File: src/design/sdvl_pkg.sv
`timescale 1ns / 1ps

package sdvl_pkg;

  // heading resolution, pi equals 2**(ANGLE_BITS-1)
  localparam int ANGLE_BITS = 16;

  // horner cells of the quarter-wave sine polynomial
  localparam int N_CELLS = 5;
  localparam int P_W     = 31;
  localparam int U_W     = 17;

  typedef logic [P_W-1:0] poly_t;

  // q30 coefficients, highest order first; the first cell sees p = 0
  localparam poly_t HORNER_COEF [N_CELLS] = '{
    31'd172272,
    31'd5026998,
    31'd85569306,
    31'd693598668,
    31'd1686629713
  };

  typedef enum logic [1:0] {
    REG_TARGET_RANGE = 2'd0,
    REG_TOLERANCE    = 2'd1,
    REG_APPR_SPEED   = 2'd2,
    REG_LAW_MODE     = 2'd3
  } reg_idx_t;

  typedef struct packed {
    logic signed [11:0] v;
    logic signed [9:0]  vd;
    logic               hold;
    logic               arr;
  } law_t;

  typedef struct packed {
    law_t        law;
    logic [15:0] ph;
  } head_t;

  typedef struct packed {
    poly_t          p;
    logic [U_W-1:0] u;
    logic [U_W-1:0] t;
    logic           neg;
  } lane_t;

  typedef struct packed {
    law_t  law;
    lane_t cos_l;
    lane_t sin_l;
  } cell_data_t;

endpackage

File: src/design/sdvl_cell.sv
`timescale 1ns / 1ps

module sdvl_cell (
  input  logic                 clk,
  input  logic                 rst_n,
  input  logic                 en,
  input  logic                 in_vld,
  input  sdvl_pkg::cell_data_t in_d,
  input  sdvl_pkg::poly_t      coef,
  output logic                 out_vld,
  output sdvl_pkg::cell_data_t out_d
);

  logic                 vld_r;
  sdvl_pkg::cell_data_t d_r;
  sdvl_pkg::cell_data_t d_nxt;

  // one horner step: coef - (p * u) >> 16
  function automatic sdvl_pkg::poly_t horner_step(
    sdvl_pkg::poly_t             p,
    logic [sdvl_pkg::U_W-1:0]    u,
    sdvl_pkg::poly_t             c
  );
    logic [47:0] prod;
    prod = 48'(p) * 48'(u);
    return c - prod[46:16];
  endfunction

  always_comb begin
    d_nxt         = in_d;
    d_nxt.cos_l.p = horner_step(in_d.cos_l.p, in_d.cos_l.u, coef);
    d_nxt.sin_l.p = horner_step(in_d.sin_l.p, in_d.sin_l.u, coef);
  end

  always_ff @(posedge clk) begin
    if (!rst_n) begin
      vld_r <= 1'b0;
    end else if (en) begin
      vld_r <= in_vld;
    end
  end

  always_ff @(posedge clk) begin
    if (en) begin
      d_r <= d_nxt;
    end
  end

  assign out_vld = vld_r;
  assign out_d   = d_r;

endmodule

File: config.mk
export PLATFORM = sky130hd
export DESIGN_NAME = sdvl_cell
export DESIGN_NICKNAME = d
export VERILOG_FILES = /design/src/design/sdvl_pkg.sv /design/src/design/sdvl_cell.sv
export SDC_FILE = /design/constraint.sdc
export NUM_CORES = 2
export LEC_CHECK = 0
export BUFFER_PORTS_ARGS = -buffer_cell sky130_fd_sc_hd__buf_2
export CORE_MARGIN = 2
export CORE_UTILIZATION = 32
export DETAILED_ROUTE_END_ITERATION = 12
export PLACE_DENSITY_LB_ADDON = 0.05
export SLEW_MARGIN = 30
export SYNTH_ARGS = -nofsm -noshare
export SYNTH_HDL_FRONTEND = slang
export SYNTH_SLANG_ARGS = --single-unit
File: constraint.sdc
create_clock -name clk -period 9.8 [get_ports clk]
set_input_delay 0.98 -clock clk [delete_from_list [all_inputs] [get_ports clk]]
set_output_delay 0.98 -clock clk [all_outputs]
set_load 0.005 [all_outputs]
---- Word level (Yosys, flattened, before mapping) ----
Cells that the tools add are included.
word-level totals
  output and inout port bits .............. 157
  logic and storage cells ................. 17
  bits of input ports ..................... 191
  register bits after elaboration ......... 157
cells by class
  multipliers ............................. 2
  add/sub/neg operators ................... 2
operators by type and width
  kind                          count
  multiplier 31 x 17 -> 47 bit  2
  subtractor 31 bit             2

---- Depth between registers and ports, before layout ----
  word-level depth ........................ 2
  mapped depth ............................ 37
  depth with buffers taken out ............ 35

---- Worst setup path after synthesis ----
Ideal clock, no wire load.
  kind .................................... input port to flip-flop
  from .................................... input in_d[20] in the netlist's numbering
  to ...................................... register d_r (netlist bit out_d[65]) (data pin)
  buffers on the path ..................... 1
  stages .................................. 35
  arrival ................................. 8.721 ns
  library setup time ...................... 0.259 ns
  path slack .............................. 0.819 ns
  cells stage by stage .................... clkbuf_1 -> nand2_1 -> fa_1 -> inv_1 -> fa_1 -> inv_1 -> fa_1 -> inv_1 -> fa_1 -> fa_1 -> inv_1 -> fa_1 -> inv_1 -> ha_1 -> a21o_1 -> a21o_1 -> a2111oi_0 -> a21boi_1 -> o21ai_1 -> a221oi_1 -> o21ai_1 -> a21oi_1 -> o21ai_1 -> nand2_1 -> ha_1 -> a21o_1 -> a21oi_1 -> nor3b_1 -> a22oi_1 -> nor2_1 -> nor3_1 -> a2111oi_0 -> o21ai_1 -> a21oi_1 -> xnor2_1
RTL lines
  element               RTL line         RTL
  start, declared       sdvl_cell.sv:8   input sdvl_pkg::cell_data_t in_d,
  end signal, assigned  sdvl_cell.sv:45  d_r <= d_nxt;
  end, declared         sdvl_cell.sv:15  sdvl_pkg::cell_data_t d_r;

==> metrics.md <==
| Metric | Value |
|---|---|
| Run status | completed |
| Post-route clock skew | 0 ps |
| Setup repair after global routing missed its margin | false |
| Minimum period implied by the final worst setup slack | 9220 ps |
| Number of enable-type register cells in the synthesized netlist | between 150 and 200 |
| Synth Area in Compound Gates | under 10% |
| Number of cells on the worst reg-to-reg path | 2 |
| Port bufs | 347 |
| Post-synth net total | 5,639 |
| Reg2Reg Capture Point | out_vld |
| Share of cells above drive strength 1 | 11.6% |
| Least setup slack across all paths after layout | approximately 580 ps |
| Residual DRC count | 0 |
| Cell mode on critical path | fa_1 |
| Die outline height | between 300 and 400 µm |
| Pins over their slew limit | 0 |
| Final hold violation count | 0 |
| Arithmetic-cell share of the synthesized area counting full adders, half adders and majority gates | 53.1% |
| Clk root buf | clkbuf_16 |
| Weighted congestion at the end of routability-driven global placement | 0.804 |
| Prevailing post-synth register cell | edfxtp_1 |
| Worst-path fanout max | 23 |
| Maximum number of pins on one net before global-route repair | 72 |
| Total global-route track usage | between 20% and 30% |
| Post-DP HPWL | 99.8 mm |
| Vias in the first global route | 31,700 |
| Part of the cycle the worst path needs | between 90% and 100% |
| Max-capacitance violation count | 0 |
| Launch instance of the worst min-delay path | out_vld |
| Sink count of the clock tree | about 160 |
| Maximum operating frequency | 0.109 GHz |
| Number of top-level pins | 348 |
| Count of different cell masters after synthesis | between 60 and 70 |
| Worst reg2reg startpoint | out_vld |
| Critical Setup Path Class | primary input to flop |
| Post-DRT Antenna Nets | 0 |
| Register-to-register path setup slack | 9210 ps |
| Synthesized-area fraction occupied by xor and xnor cells | 2.69% |
| Sequential-to-total area share from yosys stat | 11.9% |
| Multiplexer share of the synthesized area | less than 1% |
| Arrival time reported for the critical path endpoint | 9480 ps |
| Biggest cell delay along the critical path | 520 ps |
| Die area | 0.126 mm² |
| Clock insertion delay at the later pin of the skew report | 510 ps |
| Main combinational cell family by area after synthesis | adder cells |
| Post-layout nets | 5,962 |
| Post-placement setup slack | -79.5 ps |
| Final count of negative-setup-slack endpoints | 0 |
| Number of antenna violations at the first check in global routing | 20 |
| Core Rows | 128 |
| Number of levels the H-tree was split into | 4 |
| Number of register bits inferred by synthesis | 157 |
| Slew at the pin closest to its max-slew limit | 924 ps |
| Clock buffer count from CTS | 17 |
| Total detailed-routing wirelength | 121 mm |
| Path class of the lowest-slack min-delay path | flop to flop |
| Register clock-pin slew on the reported worst setup and hold paths | 90 ps |
| Die Width | about 350 µm |
| Avg Vias per Cell | 4.62 |
| Effective utilization at floorplan | 32.3% |
| Fraction of the mapped netlist area in simple logic gates | 14.9% |
| Initial DRC count | approximately 1,300 |
| Max stage delay cell, worst path | fa_1 |
| Total core area | 0.122 mm² |
| Worst hold endpoint | out_vld |
| Global-route congestion overflow total | 0 |
| Syn Std Cell Area | 0.0394 mm² |
| Cell count after synthesis | 4,292 |
| Max clock buf depth | 2 |
| CP Capture Type | flop |
| Routed wire per std cell | a little under 20 µm |
| Async SR Flop Fraction | 0% |
| Max transition margin | 38.4% |
| Detailed-routing iteration count for the pre-antenna-repair pass | 5 |
| CP Launch Type | primary input |
| Synthesized area divided by synthesized cell count | 9.18 µm² |
| Via total after detailed routing | around 29,000 |
| Worst Hold Depth | 2 |
| Setup_tns | 0 ps |
| CTS tree | built |
| Wire length of the first global-routing pass | 189 mm |
| Fill cell count | 12,900 |
| Count of synthesis-stage warnings from yosys | 0 |
| Worst Path Required | slightly above 10,000 ps |
| Area added between synthesis and finish | 12.1% |
==> cells in the mapped netlist, drive strengths merged, types with 7 or more instances <==
| cell type | instances | share of area [%] |
|---|---|---|
| and3 | 20 | 0.32 |
| o21bai | 17 | 0.32 |
| a21oi | 100 | 1.3 |
| a2111oi | 7 | 0.26 |
| nand4 | 17 | 0.30 |
| nor2 | 58 | 0.56 |
| edfxtp | 156 | 12 |
| nand2 | 784 | 7.5 |
| xnor2 | 90 | 2.0 |
| nor3 | 14 | 0.18 |
| nand3 | 17 | 0.23 |
| o21ai | 50 | 0.65 |
| nor2b | 16 | 0.25 |
| o211ai | 7 | 0.13 |
| clkbuf | 177 | 1.7 |
| ha | 292 | 9.3 |
| o21a | 23 | 0.44 |
| xor2 | 31 | 0.69 |
| nand2b | 7 | 0.11 |
| inv | 1095 | 10 |
| a211oi | 15 | 0.29 |
| a21o | 49 | 0.93 |
| fa | 864 | 44 |
| and2 | 324 | 5.1 |
==> repair_timing <==
item | CTS | global route
buffers inserted | 0 | 0
resized for setup | 0 | 2
setup endpoints to repair | 0 | 3
hold buffers | 0 | 0
==> layout by cell type, fill, tap and decap left out, types with 17 or more instances in the layout <==
master and n:
inv_1 1095, fa_1 864, nand2_1 783, buf_2 345
and2_1 324, ha_1 292, edfxtp_1 156, buf_4 135
a21oi_1 99, xnor2_1 90, nor2_1 57, a21o_1 49
o21ai_0 33, xor2_1 31, o21a_1 23, and3_1 18
o21bai_1 17, clkbuf_16 17
==> cell families after synthesis <==
kind of cell | after synthesis
AOI/OAI and AO/OA | 310
and+or+nand+nor | 1272
xor gates and xnor gates | 121
buffers and inverters | 1274
DFF | 157
adders and majority gates | 1156
muxes | 2
==> worst max-delay path: cells and delay by family <==
kind            cells  cell delay, ps
fa+ha+maj           8            3700
compound gates      7            1760
buf+inv             8            1060
xor+xnor            2             280
simple gates       11            1620
==> metrics by stage <==
step / hold WS (ps) / cell area (µm²) / utilization, % / instances
2_1_floorplan: 507 / 39400 / - / 4292
3_3_place_gp: 509 / 43600 / 35.7 / 6221
3_5_place_dp: 504 / 43600 / 35.7 / 6221
4_1_cts: 521 / 44200 / 36.2 / 6253
5_1_grt: 554 / 44200 / 36.2 / 6253
6_report: 518 / 44200 / 36.2 / 6257
==> how the worst max path moves through the flow <==
stage / from / to / slack [ps] / depth (start not counted)
after floorplan: in_d[20] / out_d[65] / 820 / 35
after global placement: in_d[87] / out_d[129] / -10 / 34
after detailed placement: in_d[20] / out_d[65] / -80 / 34
after CTS: in_d[20] / out_d[63] / 480 / 34
after global routing: in_d[25] / out_d[65] / 10 / 35
final: in_d[88] / out_d[129] / 580 / 36
==> final cells by class <==
type                    instances  area [µm²]  share of cell area (%)
multi-input cells            2861       29900                    67.7
flip-flops and latches        157        4700                    10.6
inverters                    1095        4110                    9.30
repair buffers                483        2780                    6.29
well taps                    1625        2030                    4.60
clock buffers                  17         425                   0.963
clock inverters                15         190                   0.430
diodes                          4        10.0                  0.0227
==> registers in the layout (all words and copies together), names as in the netlist <==
signal / count
out_vld: 1
out_d: 156
==> routing by layer <==
layer	up-vias	share of wire [%]	GRT usage [%]
li1	13300	-	-
met1	14900	44	26.2
met2	621	49	34.2
met3	115	5.0	3.33
met4	22	2.4	5.53
met5	-	0.10	0
Power is not shown: default switching activity piles up to over one toggle a cycle in this logic, so the estimate is an artifact.
