**config.mk**
```make
export PLATFORM = sky130hd
export DESIGN_NAME = sdvl_law
export DESIGN_NICKNAME = d
export VERILOG_FILES = /design/src/design/sdvl_pkg.sv /design/src/design/sdvl_law.sv
export SDC_FILE = /design/constraint.sdc
export NUM_CORES = 1
export LEC_CHECK = 0
export ABC_AREA = 1
export CORE_ASPECT_RATIO = 1.2
export CORE_UTILIZATION = 68
export CTS_BUF_LIST = sky130_fd_sc_hd__clkbuf_4
export CTS_CLUSTER_SIZE = 20
export DETAILED_ROUTE_END_ITERATION = 10
export DONT_BUFFER_PORTS = 1
export PLACE_DENSITY = 0.91
export SLEW_MARGIN = 20
export SYNTH_ARGS = -nofsm -noshare
export SYNTH_HDL_FRONTEND = slang
export SYNTH_SLANG_ARGS = --single-unit
export TNS_END_PERCENT = 5
```
**constraint.sdc**
```tcl
create_clock -name clk -period 8.76 [get_ports clk]
set_input_delay 1.752 -clock clk [delete_from_list [all_inputs] [get_ports clk]]
set_output_delay 1.752 -clock clk [all_outputs]
set_load 0.01 [all_outputs]
```
**src/design/sdvl_pkg.sv**
```systemverilog
`timescale 1ns / 1ps

package sdvl_pkg;

  // heading resolution, pi equals 2**(ANGLE_BITS-1)
  localparam int ANGLE_BITS = 16;

  // horner cells of the quarter-wave sine polynomial
  localparam int N_CELLS = 5;
  localparam int P_W     = 31;
  localparam int U_W     = 17;

  typedef logic [P_W-1:0] poly_t;

  // q30 coefficients, highest order first; the first cell sees p = 0
  localparam poly_t HORNER_COEF [N_CELLS] = '{
    31'd172272,
    31'd5026998,
    31'd85569306,
    31'd693598668,
    31'd1686629713
  };

  typedef enum logic [1:0] {
    REG_TARGET_RANGE = 2'd0,
    REG_TOLERANCE    = 2'd1,
    REG_APPR_SPEED   = 2'd2,
    REG_LAW_MODE     = 2'd3
  } reg_idx_t;

  typedef struct packed {
    logic signed [11:0] v;
    logic signed [9:0]  vd;
    logic               hold;
    logic               arr;
  } law_t;

  typedef struct packed {
    law_t        law;
    logic [15:0] ph;
  } head_t;

  typedef struct packed {
    poly_t          p;
    logic [U_W-1:0] u;
    logic [U_W-1:0] t;
    logic           neg;
  } lane_t;

  typedef struct packed {
    law_t  law;
    lane_t cos_l;
    lane_t sin_l;
  } cell_data_t;

endpackage

```
**src/design/sdvl_law.sv**
```systemverilog
`timescale 1ns / 1ps

module sdvl_law (
  input  logic                clk,
  input  logic                rst_n,
  input  logic                en,
  input  logic                in_vld,
  input  logic [15:0]         front_range_mm,
  input  logic signed [15:0]  heading_angle,
  input  logic signed [15:0]  altitude_down_mm,
  input  logic                sensors_ready,
  input  logic [15:0]         target_range,
  input  logic [15:0]         tolerance,
  input  logic [10:0]         appr_speed,
  input  logic                law_mode,
  output logic                out_vld,
  output sdvl_pkg::head_t     out_d
);

  localparam int AW = sdvl_pkg::ANGLE_BITS;
  // 3277 / 65536 is exact for division by 20 below 1600
  localparam logic [11:0] RECIP_20   = 12'd3277;
  localparam logic [15:0] ARRIVE_ERR = 16'd300;
  localparam logic [15:0] SAT_ERR_20 = 16'd1600;
  localparam logic [14:0] FINE_LIM   = 15'd50;
  localparam logic [6:0]  SMOOTH_LIM = 7'd80;
  localparam logic [14:0] DOWN_LIM   = 15'd500;

  logic               vld_r;
  sdvl_pkg::head_t    d_r;
  sdvl_pkg::head_t    d_nxt;

  logic signed [16:0] e;
  logic [15:0]        ae;
  logic [22:0]        q20_prod;
  logic [10:0]        vmag;
  logic               vneg;
  logic signed [17:0] dz;
  logic [15:0]        dmag;
  logic [14:0]        dhalf;
  logic [8:0]         vd_mag;
  logic [AW-1:0]      ua;
  logic [15:0]        ph;

  assign ua = AW'(heading_angle);

  generate
    if (AW >= 16) begin : g_wide
      assign ph = ua[AW-1 -: 16];
    end else begin : g_narrow
      assign ph = {ua, {(16-AW){1'b0}}};
    end
  endgenerate

  always_comb begin
    e        = $signed({1'b0, front_range_mm}) - $signed({1'b0, target_range});
    ae       = e[16] ? 16'(-e) : e[15:0];
    q20_prod = 23'(ae[10:0]) * 23'(RECIP_20);

    // altitude hold toward -1000 mm at half gain
    dz     = -18'sd1000 - 18'(altitude_down_mm);
    dmag   = dz[17] ? 16'(-dz) : dz[15:0];
    dhalf  = dmag[15:1];
    vd_mag = (dhalf > DOWN_LIM) ? 9'(DOWN_LIM) : dhalf[8:0];

    vmag         = '0;
    vneg         = 1'b0;
    d_nxt.law.vd = '0;
    d_nxt.law.hold = 1'b0;
    d_nxt.law.arr  = 1'b0;

    priority if (!sensors_ready) begin
      d_nxt.law.hold = 1'b1;
    end else if (!law_mode) begin
      if (ae < tolerance) begin
        vmag = (ae[15:1] > FINE_LIM) ? 11'(FINE_LIM) : 11'(ae[15:1]);
        vneg = e[16];
      end else begin
        // with zero tolerance, zero error falls outside the band and backs off
        vmag = appr_speed;
        vneg = e[16] || (e == '0);
      end
      d_nxt.law.vd = dz[17] ? -10'(vd_mag) : 10'(vd_mag);
    end else if (ae < ARRIVE_ERR) begin
      d_nxt.law.hold = 1'b1;
      d_nxt.law.arr  = 1'b1;
    end else begin
      vmag = (ae >= SAT_ERR_20) ? 11'(SMOOTH_LIM) : 11'(q20_prod[22:16]);
      vneg = e[16];
    end

    d_nxt.law.v = vneg ? -12'(vmag) : 12'(vmag);
    d_nxt.ph    = ph;
  end

  always_ff @(posedge clk) begin
    if (!rst_n) begin
      vld_r <= 1'b0;
    end else if (en) begin
      vld_r <= in_vld;
    end
  end

  always_ff @(posedge clk) begin
    if (en) begin
      d_r <= d_nxt;
    end
  end

  assign out_vld = vld_r;
  assign out_d   = d_r;

endmodule

```
======== After elaboration in Yosys (flattened, before gate mapping) ========
Cells that the tools add are included.
storage, ports and cells
  bits of input ports ..................... 97
  logic and storage cells ................. 44
  output and inout bits ................... 41
  bits in registers ....................... 41
operators by class
  multiply operators ...................... 1
  bitwise gates (word level) .............. 2
  $add $sub $neg .......................... 6
  muxes and demuxes ....................... 17
  order comparisons ....................... 5
  reductions and logical operators ........ 5
operators with widths
  kind                      number
  $mux W11                  5
  $mux W16                  2
  $neg A16 Y16              2
  $mul A11 B12 Y23 const B  1
  $mux W9                   2
  $logic_not A17 Y1         1
  $sub A11 B16 Y17 const A  1
  $sub A16 B16 Y17          1
  $ge A16 B11 Y1 const B    1
  $lt A16 B16 Y1            1
  $lt A16 B9 Y1 const B     1
  $gt A15 B6 Y1 const B     1
  $gt A15 B9 Y1 const B     1
  $mux W7                   2
  $neg A11 Y12              1
  $neg A9 Y10               1
  $mux W1                   4
  $mux W2                   2
  $reduce_or A3 Y1          1
  $not A1 Y1                2
  $reduce_and A2 Y1         1
  $reduce_or A2 Y1          1
  $logic_or A1 B1 Y1        1

======== Longest topological paths before layout ========
Gate-level depths: netlist of run 1.
  depth after elaboration ................. 10
  mapped depth ............................ 46
  depth with buffers taken out ............ 46

======== Least setup slack after synthesis of run 1 ========
Ideal clock, no wire load.
  path type ............................... input -> register
  start ................................... input port front_range_mm[0]
  end ..................................... register d_r (netlist bit out_d[32]), data pin
  arrival ................................. 7.944 ns
  library setup time ...................... 0.254 ns
  slack ................................... 0.562 ns
  path buffers ............................ 1
  required time ........................... 8.506 ns
  stages .................................. 39
  cell sequence ........................... inv_1 ha_1 inv_1 fa_1 nand2_2 nand2_2 nand3_1 nand2_2 nand2_2 nand2_4 inv_4 buf_6 nand2_1 xor2_1 inv_1 ha_1 fa_1 inv_1 [3 not listed] inv_1 ha_1 a21oi_1 o21a_1 nor3_1 nor2_1 nand2_1 xnor2_1 inv_1 nand2_1 nor2_1 nor2_4 ha_1 nand3b_1 nor2_1 nor2_1 xor2_1 inv_1
RTL lines
  element               RTL line         source
  start, declared       sdvl_law.sv:8    input logic [15:0] front_range_mm,
  end signal, assigned  sdvl_law.sv:106  d_r <= d_nxt;
  end, declared         sdvl_law.sv:30   sdvl_pkg::head_t d_r;

==> metrics, run 1 <==
run status=complete, no violations; clk_lat worst skew=~0.34 ns; Worst-Margin Slew=roughly 0.90 ns; Vias=6792; startpoint types=input pin; layout cells sized above 1=0.1150; Slew headroom=0.3979; dpl hpwl=14370 um; CP Max Fanout=16; most frequent cells in the layout=nand2_1, inv_1, ha_1, nor2_1, nand3_1; clock skew=0 ns; Netlist Area Pre-Place=between 0.007 and 0.008 mm^2; slowest CP cell=fa_1; DRC errors left=0; CP max stage delay=0.56 ns; type of the most critical hold path=reg2reg; Seq/Total Area, Yosys=0.1650; FP Rows=41; # port buffers=0; Setup Viol. Count Final=0; H-tree depth=2; CTS sink cnt=41; initial antenna violation count=0; crit path buf inv count=8; CTS Buffer Depth=2; die width=97.24 um; Worst Setup End Kind=register; most common cell after layout, fill and taps aside=nand2_1; ant diodes=0; fin crit share=0.9376; vias in the first global route=between 6000 and 7000; final slew viol count=0; largest net degree at the start of global routing=43; grt ovf=0; 1st-pass router iterations=5; placed insts=approximately 1200; Syn Area/Cell=6.859 um^2; I/O pins=138; critical path class=in2reg; initial core utilization=0.7003; drt total wl=roughly 16000 um; critical path's most frequent cell=inv_1; Final Cell Area=0.007714 mm^2; DP Area=0.007639 mm^2; Post-Route Utilization=0.7299; first-pass GRT wire length=roughly 27000 um; CTS tree=built; Worst-path clk slew=0.11 ns; Crit path max-delay family=adder cells; total core area=0.01057 mm^2; Yosys cell types=45; Yosys warnings=0; Fmax=121.7 MHz; global placement routability congestion=0.9458; Post-DRT Antenna Nets=0; DRT iter0 DRCs=309; Net count, final=1327; post-route insts no fill=around 1200; Die Y=116.3 um; max_cap viols=0; Crit path required time=8.86 ns; P&R area growth vs syn=4.227%; root buffer cell=clkbuf_4; Avg Vias per Cell=roughly 5.5; WL/cell=between 10 and 15 um; crit path time final=around 8 ns; GRT Total Usage=0.2897; full die area=0.01131 mm^2; Syn Nets=between 1000 and 1500; CTS buffer count=5; Final Hold Viols=0; FF+latch count, synth=41; critical path arrival=8.31 ns; Mapped Cells=1079; Setup Fix Bufs, Post-CTS=0
[kinds of logic after synthesis]
kind of cell | Yosys count | synth area share
compound gates | 107 | 0.08487
buf+inv | 231 | 0.1194
xor+xnor | 36 | 0.04463
simple gates | 529 | 0.3254
fa+ha+maj | 135 | 0.2607
flops | 41 | 0.1650
[synthesized netlist by cell type, drive strengths merged]
cell,count,area [um^2]
a211oi,2,15.01
a21o,4,30.03
a21oi,46,252.7
a221oi,1,8.760
a31oi,5,31.28
and2,3,18.77
buf,5,32.53
clkbuf,1,3.750
clkinv,2,7.510
dfxtp,1,20.02
edfxtp,40,1201
fa,32,640.6
ha,103,1289
inv,223,839.6
nand2,289,1177
nand3,91,485.5
nand3b,6,45.04
nand4,8,50.05
nor2,110,500.5
nor3,13,75.07
nor4,3,18.77
o2111ai,1,8.760
o211ai,3,22.52
o21a,5,37.54
o21ai,35,182.7
o21bai,4,30.03
o221ai,1,8.760
or2,6,37.54
xnor2,10,87.58
xor2,26,242.7
[final timing paths]
| kind | slack [ns] | start | depth (start not counted) | end |
|---|---|---|---|---|
| worst min-delay path | 0.62 | out_vld | 2 | out_vld |
| worst max-delay path | 0.55 | front_range_mm[0] | 36 | out_d[32] |
| worst min register to register | 0.62 | out_vld | 2 | out_vld |
| worst max register to register | 8.06 | out_vld | 2 | out_vld |
[sequential cells by signal (all words and copies together) (netlist names)]
register	flops
out_d	40
out_vld	1
[per-layer routing]
layer / share of wire / global-route usage / wire, um
met5: 0 / 0 / 0
met4: 0.021 / 0.09118 / 336
met3: 0.068 / 0.05027 / 1109
met2: 0.50 / 0.5408 / 8211
met1: 0.41 / 0.3410 / 6672
[final cells by class]
class | instances | area, um^2
Clock buffer | 5 | 37.54
Tap cell | 129 | 161.4
Timing Repair Buffer | 15 | 112.6
Multi-Input combinational cell | 807 | 5316
Inverter | 225 | 847.1
Fill cell | 861 | 2854
Clock inverter | 3 | 17.52
Sequential cell | 41 | 1221
[repair_timing]
action,CTS,global route
setup endpoints to repair,0,5
hold endpoints to repair,0,0
gates resized for setup,0,6
hold buffers,0,0
[through the flow]
step	TNS (ns)	hold slack [ns]	setup WS [ns]
after global placement	0	0.5750	0.3607
final	0	0.6206	0.5463
after CTS	0	0.6122	0.5449
after global routing	-0.01184	0.6842	-0.01184
after detailed placement	0	0.5920	0.1977
after floorplan	0	0.5553	0.5620
[worst min-delay path, delay by kind of cell (launching register included)]
family | cells | cell delay, ns
DFF | 1 | 0.36
AOI/OAI and AO/OA | 2 | 0.23
Power of run 1 is not shown: default switching activity piles up to over one toggle a cycle in this logic, so the estimate is an artifact.
==> run 2, diff against run 1 <==
--- a/config.mk
+++ b/config.mk
@@ -6,8 +6,10 @@
 export NUM_CORES = 1
 export LEC_CHECK = 0
 export ABC_AREA = 1
+export CELL_PAD_IN_SITES_DETAIL_PLACEMENT = 0
+export CELL_PAD_IN_SITES_GLOBAL_PLACEMENT = 2
 export CORE_ASPECT_RATIO = 1.2
-export CORE_UTILIZATION = 68
+export CORE_UTILIZATION = 37
 export CTS_BUF_LIST = sky130_fd_sc_hd__clkbuf_4
 export CTS_CLUSTER_SIZE = 20
 export DETAILED_ROUTE_END_ITERATION = 10
==> run 2 against run 1 <==
  * Global-route usage down 12 points
  * Hold slack better by 0.0043 ns
  * Setup slack worse by 0.028 ns
  * Count of clock-buffer cells in the layout unchanged
  * First-iteration DRC count down 32%
  * Critical path type unchanged
  * Largest cell class unchanged
==> metrics, run 2 (synthesized netlist as in run 1, its figures left out) <==
Final Hold Viols=0 (unchanged); Worst-path clk slew=0.12 ns (was 0.11 ns); # port buffers=0 (unchanged); Worst Setup End Kind=register (unchanged); full die area=0.02057 mm^2 (was 0.01131 mm^2); WL/cell=13.24 um (was 13.33 um); dpl hpwl=16380 um (was 14370 um); total core area=0.01955 mm^2 (was 0.01057 mm^2); Vias=6577 (was 6792); max_cap viols=0 (unchanged); clk_lat worst skew=0.36 ns (was 0.34 ns); Layout fillers=2136 (was 861); WHS=0.6248 ns (was 0.6206 ns); post-route insts no fill=1368 (was 1225); DRT iter0 DRCs=210 (was 309); Net count, final=1338 (was 1327); P&R area growth vs syn=7.506% (was 4.227%); critical path arrival=8.38 ns (was 8.31 ns); metal3 WL=720 um (was 1109 um); slowest CP cell=fa_1 (unchanged); Slew headroom=0.6628 (was 0.3979); ant diodes=0 (unchanged); 1st-pass router iterations=4 (was 5); first-pass GRT wire length=29220 um (was 27070 um); initial antenna violation count=0 (unchanged); Fmax=121.3 MHz (was 121.7 MHz); Setup Fix Bufs, Post-CTS=0 (unchanged); most common cell after layout, fill and taps aside=nand2_1 (unchanged); Final Cell Area=0.007956 mm^2 (was 0.007714 mm^2); GRT Total Usage=0.1737 (was 0.2897); DRC errors left=0 (unchanged); clock skew=0 ns (unchanged); max reg flops=40 (unchanged); CTS buffer count=5 (unchanged); CP Max Fanout=4 (was 16); DP Area=0.007886 mm^2 (was 0.007639 mm^2); Crit path required time=8.89 ns (was 8.86 ns); CP max stage delay=0.55 ns (was 0.56 ns); vias in the first global route=6150 (was 6194); startpoint types=input pin (unchanged); run status=complete, no violations (unchanged); initial core utilization=0.3786 (was 0.7003); final slew viol count=0 (unchanged); grt ovf=0 (unchanged); I/O pins=138 (unchanged); uppermost layer routed=met4 (unchanged); largest net degree at the start of global routing=43 (unchanged); multi-input logic area=0.005306 mm^2 (was 0.005316 mm^2); most frequent cells in the layout=nand2_1, inv_1, ha_1, nor2_1, nand3_1 (unchanged); fin crit share=0.9409 (was 0.9376); critical path class=in2reg (unchanged); met2 WL=8559 um (was 8211 um); Post-DRT Antenna Nets=0 (unchanged); type of the most critical hold path=reg2reg (unchanged); crit path time final=8.242 ns (was 8.214 ns); Die Y=156.9 um (was 116.3 um); Setup Viol. Count Final=0 (unchanged); Worst-Margin Slew=0.5028 ns (was 0.8998 ns); root buffer cell=clkbuf_4 (unchanged); CTS sink cnt=41 (unchanged); placed insts=1360 (was 1217); FP Rows=56 (was 41); global placement routability congestion=0.8626 (was 0.9458); layout cells sized above 1=0.1210 (was 0.1150); Avg Vias per Cell=4.808 (was 5.544); Register Area=0.001221 mm^2 (unchanged); CTS Buffer Depth=2 (unchanged); flop-to-flop setup slack=8.06 ns (about the same); H-tree depth=2 (unchanged); critical path's most frequent cell=inv_1 (unchanged); RSZ-0062 raised after global routing=no; M1 WL=8559 um (was 6672 um); setup TNS=0 ns (unchanged); drt total wl=18110 um (was 16330 um); die width=131.1 um (was 97.24 um); CTS tree=built (unchanged)
[run 2: metal layers]
metal / global-route usage / vias up
met3: 0.01288 / 14
met1: 0.2251 / 2935
met5: 0 / -
met2: 0.3121 / 149
met4: 0.04370 / 0
li1: - / 3479
[run 2: path summary, 6_finish.rpt]
check                    start   endpoint  cells past startpoint
max reg2reg            out_vld    out_vld                      2
min reg2reg            out_vld    out_vld                      2
max          front_range_mm[0]  out_d[32]                     37
min                    out_vld    out_vld                      2
[run 2: per-stage QoR]
step / worst slack, ns / util
2_1_floorplan: 0.5620 / -
3_3_place_gp: 0.1077 / 0.4034
3_5_place_dp: 0.03673 / 0.4034
4_1_cts: 0.4272 / 0.4065
5_1_grt: 0.02598 / 0.4070
6_report: 0.5181 / 0.4070
[run 2: worst max-delay path, delay by kind of cell]
kind                     cells  cell delay (ns)
AO/OA/AOI/OAI                1             0.12
AND/OR/NAND/NOR             13             1.48
buffers and inverters       10             0.78
XOR/XNOR                     3             0.52
adder cells (fa/ha/maj)     10             3.70
[run 2: layout make-up]
type	instances	area share
multi-input cells	807	0.6669
well taps	261	0.04104
repair buffers	26	0.02453
clock buffers	5	0.004718
inverters	225	0.1065
flip-flops and latches	41	0.1535
clock inverters	3	0.002831
[run 2: what timing repair did]
item / 4_1_cts / 5_1_grt
hold buffers: 0 / 0
endpoints found under the setup margin: 0 / 4
resized for setup: 0 / 2
Power of run 2 is left out for the same reason.
==> run 3, diff against run 2 <==
==> constraint.sdc (replaced) <==
create_clock -name clk -period 9.1 [get_ports clk]
set_input_delay 1.82 -clock clk [delete_from_list [all_inputs] [get_ports clk]]
set_output_delay 1.82 -clock clk [all_outputs]
set_load 0.01 [all_outputs]
==> run 3 against run 2 <==
  * First-iteration DRC count increased by 42%
  * Cell area down 1.1%
  * Count of clock-buffer cells in the layout unchanged
  * Wire length shrank 0.48%
  * Critical path depth up 1
  * Hold slack got worse by 0.023 ns
  * Clock skew unchanged
  * Flip-flop and latch count did not move
  * Cell count decreased by 0.80%
  * Critical path type unchanged
  * Critical endpoint is now out_d[38]
==> metrics, run 3 (synthesized netlist as in run 1, its figures left out) <==
run status=complete, no violations (unchanged); largest net degree at the start of global routing=43 (unchanged); Post-DRT Antenna Nets=0 (unchanged); crit path from=front_range_mm[0] (unchanged); Slew headroom=0.6446 (was 0.6628); Layout fillers=2107 (was 2136); CP max stage delay=0.54 ns (was 0.55 ns); Avg Vias per Cell=4.820 (was 4.808); hold_buf cts=0 (unchanged); Worst-Margin Slew=0.5298 ns (was 0.5028 ns); fin crit share=0.9177; CP Max Fanout=16 (was 4); flop-to-flop setup slack=8.42 ns (was 8.06 ns); max reg flops=40 (unchanged); Post-Route Utilization=0.4024 (was 0.4070); Setup Fix Bufs, Post-CTS=0 (unchanged); Reg2Reg Depth=2 (unchanged); Setup Viol. Count Final=0 (unchanged); RSZ-0062 raised after global routing=no (unchanged); FF-to-FF Start=out_vld (unchanged); most frequent cells in the layout=nand2_1, inv_1, ha_1, nor2_1, nand3_1 (unchanged); Final Hold Viols=0 (unchanged); Worst-path clk slew=0.13 ns (was 0.12 ns); full die area=0.02057 mm^2 (unchanged); Crit path required time=9.23 ns (was 8.89 ns); I/O pins=138 (unchanged); CTS buffer count=5 (unchanged); P&R area growth vs syn=6.289% (was 7.506%); initial antenna violation count=0 (unchanged); global placement routability congestion=0.8445 (was 0.8626); WL/cell=13.28 um (was 13.24 um); DRC errors left=0 (unchanged); 1st-pass router iterations=4 (unchanged); total core area=0.01955 mm^2 (unchanged); CTS Buffer Depth=2 (unchanged); die width=131.1 um (unchanged); CTS tree=built (unchanged); ant diodes=0 (unchanged); most common cell after layout, fill and taps aside=nand2_1 (unchanged); root buffer cell=clkbuf_4 (unchanged); Fmax=119.7 MHz; dpl hpwl=16140 um (was 16380 um); CTS sink cnt=41 (unchanged); first-pass GRT wire length=29730 um (was 29220 um); setup TNS=0 ns (unchanged); Net count, final=1327 (was 1338); GRT Total Usage=0.1759 (was 0.1737); crit path time final=8.351 ns; drt total wl=18020 um (was 18110 um); H-tree depth=2 (unchanged); crit path to=out_d[38] (was out_d[32]); Critical R2R Capture=out_vld (unchanged); initial core utilization=0.3786 (unchanged); grt ovf=0 (unchanged); Die Y=156.9 um (unchanged); slowest CP cell=fa_1 (unchanged); startpoint types=input pin (unchanged); # resized after CTS=0 (unchanged); Vias=6541 (was 6577); final slew viol count=0 (unchanged); layout cells sized above 1=0.1104 (was 0.1210); critical path class=in2reg (unchanged); Hold Path Origin=out_vld (unchanged); FP Rows=56 (unchanged); DRT iter0 DRCs=298 (was 210); clock skew=0 ns (unchanged); Worst Setup End Kind=register (unchanged); clk_lat worst skew=0.35 ns (was 0.36 ns); critical path arrival=8.48 ns (was 8.38 ns); WHS=0.6019 ns (was 0.6248 ns); type of the most critical hold path=reg2reg (unchanged); max_cap viols=0 (unchanged); vias in the first global route=6119 (was 6150); # port buffers=0 (unchanged)
run 3: cell count changes in the layout (fill, tap and decap cells not counted), sizes merged:
cell / change
clkinvlp: -2
buf: -11
inv: +2
run 3: how the worst min path moves through the flow:
stage	depth (start not counted)	to
finish	2	out_vld
floorplan	2	out_vld
CTS	2	out_vld
global route	2	out_vld
global placement	2	out_vld
detailed placement	2	out_vld
run 3: area by class of cell:
cell class	count	area, um^2	area share
tap	261	326.6	0.04151
clock inverter	3	25.02	0.003181
multi-input combinational	807	5296	0.6733
clock buffer	5	37.54	0.004772
inverter	225	847.1	0.1077
sequential	41	1221	0.1552
timing repair buffer	15	112.6	0.01432
run 3: routing by layer:
| metal | vias to the layer above | global-route usage | routed length, um |
|---|---|---|---|
| met4 | 0 | 0.03529 | 182 |
| met2 | 152 | 0.3032 | 8361 |
| li1 | 3454 | - | - |
| met1 | 2923 | 0.2418 | 8803 |
| met5 | - | 0 | 0 |
| met3 | 12 | 0.01224 | 672 |
run 3: critical path: cells and delay by family:
| family | cells | cell delay [ns] |
|---|---|---|
| AOI/OAI and AO/OA | 2 | 0.42 |
| and+or+nand+nor | 19 | 2.10 |
| adders and majority gates | 9 | 3.48 |
| xor gates and xnor gates | 1 | 0.14 |
| buffers and inverters | 7 | 0.52 |
run 3: per-stage QoR:
stage          cells  setup slack (ns)  area (um^2)
2_1_floorplan   1079            0.8340         7401
5_1_grt         1357            0.2452         7866
6_report        1357            0.7492         7866
4_1_cts         1357            0.7713         7866
3_3_place_gp    1349            0.4269         7804
3_5_place_dp    1349            0.3780         7804
Power of run 3 is left out for the same reason.
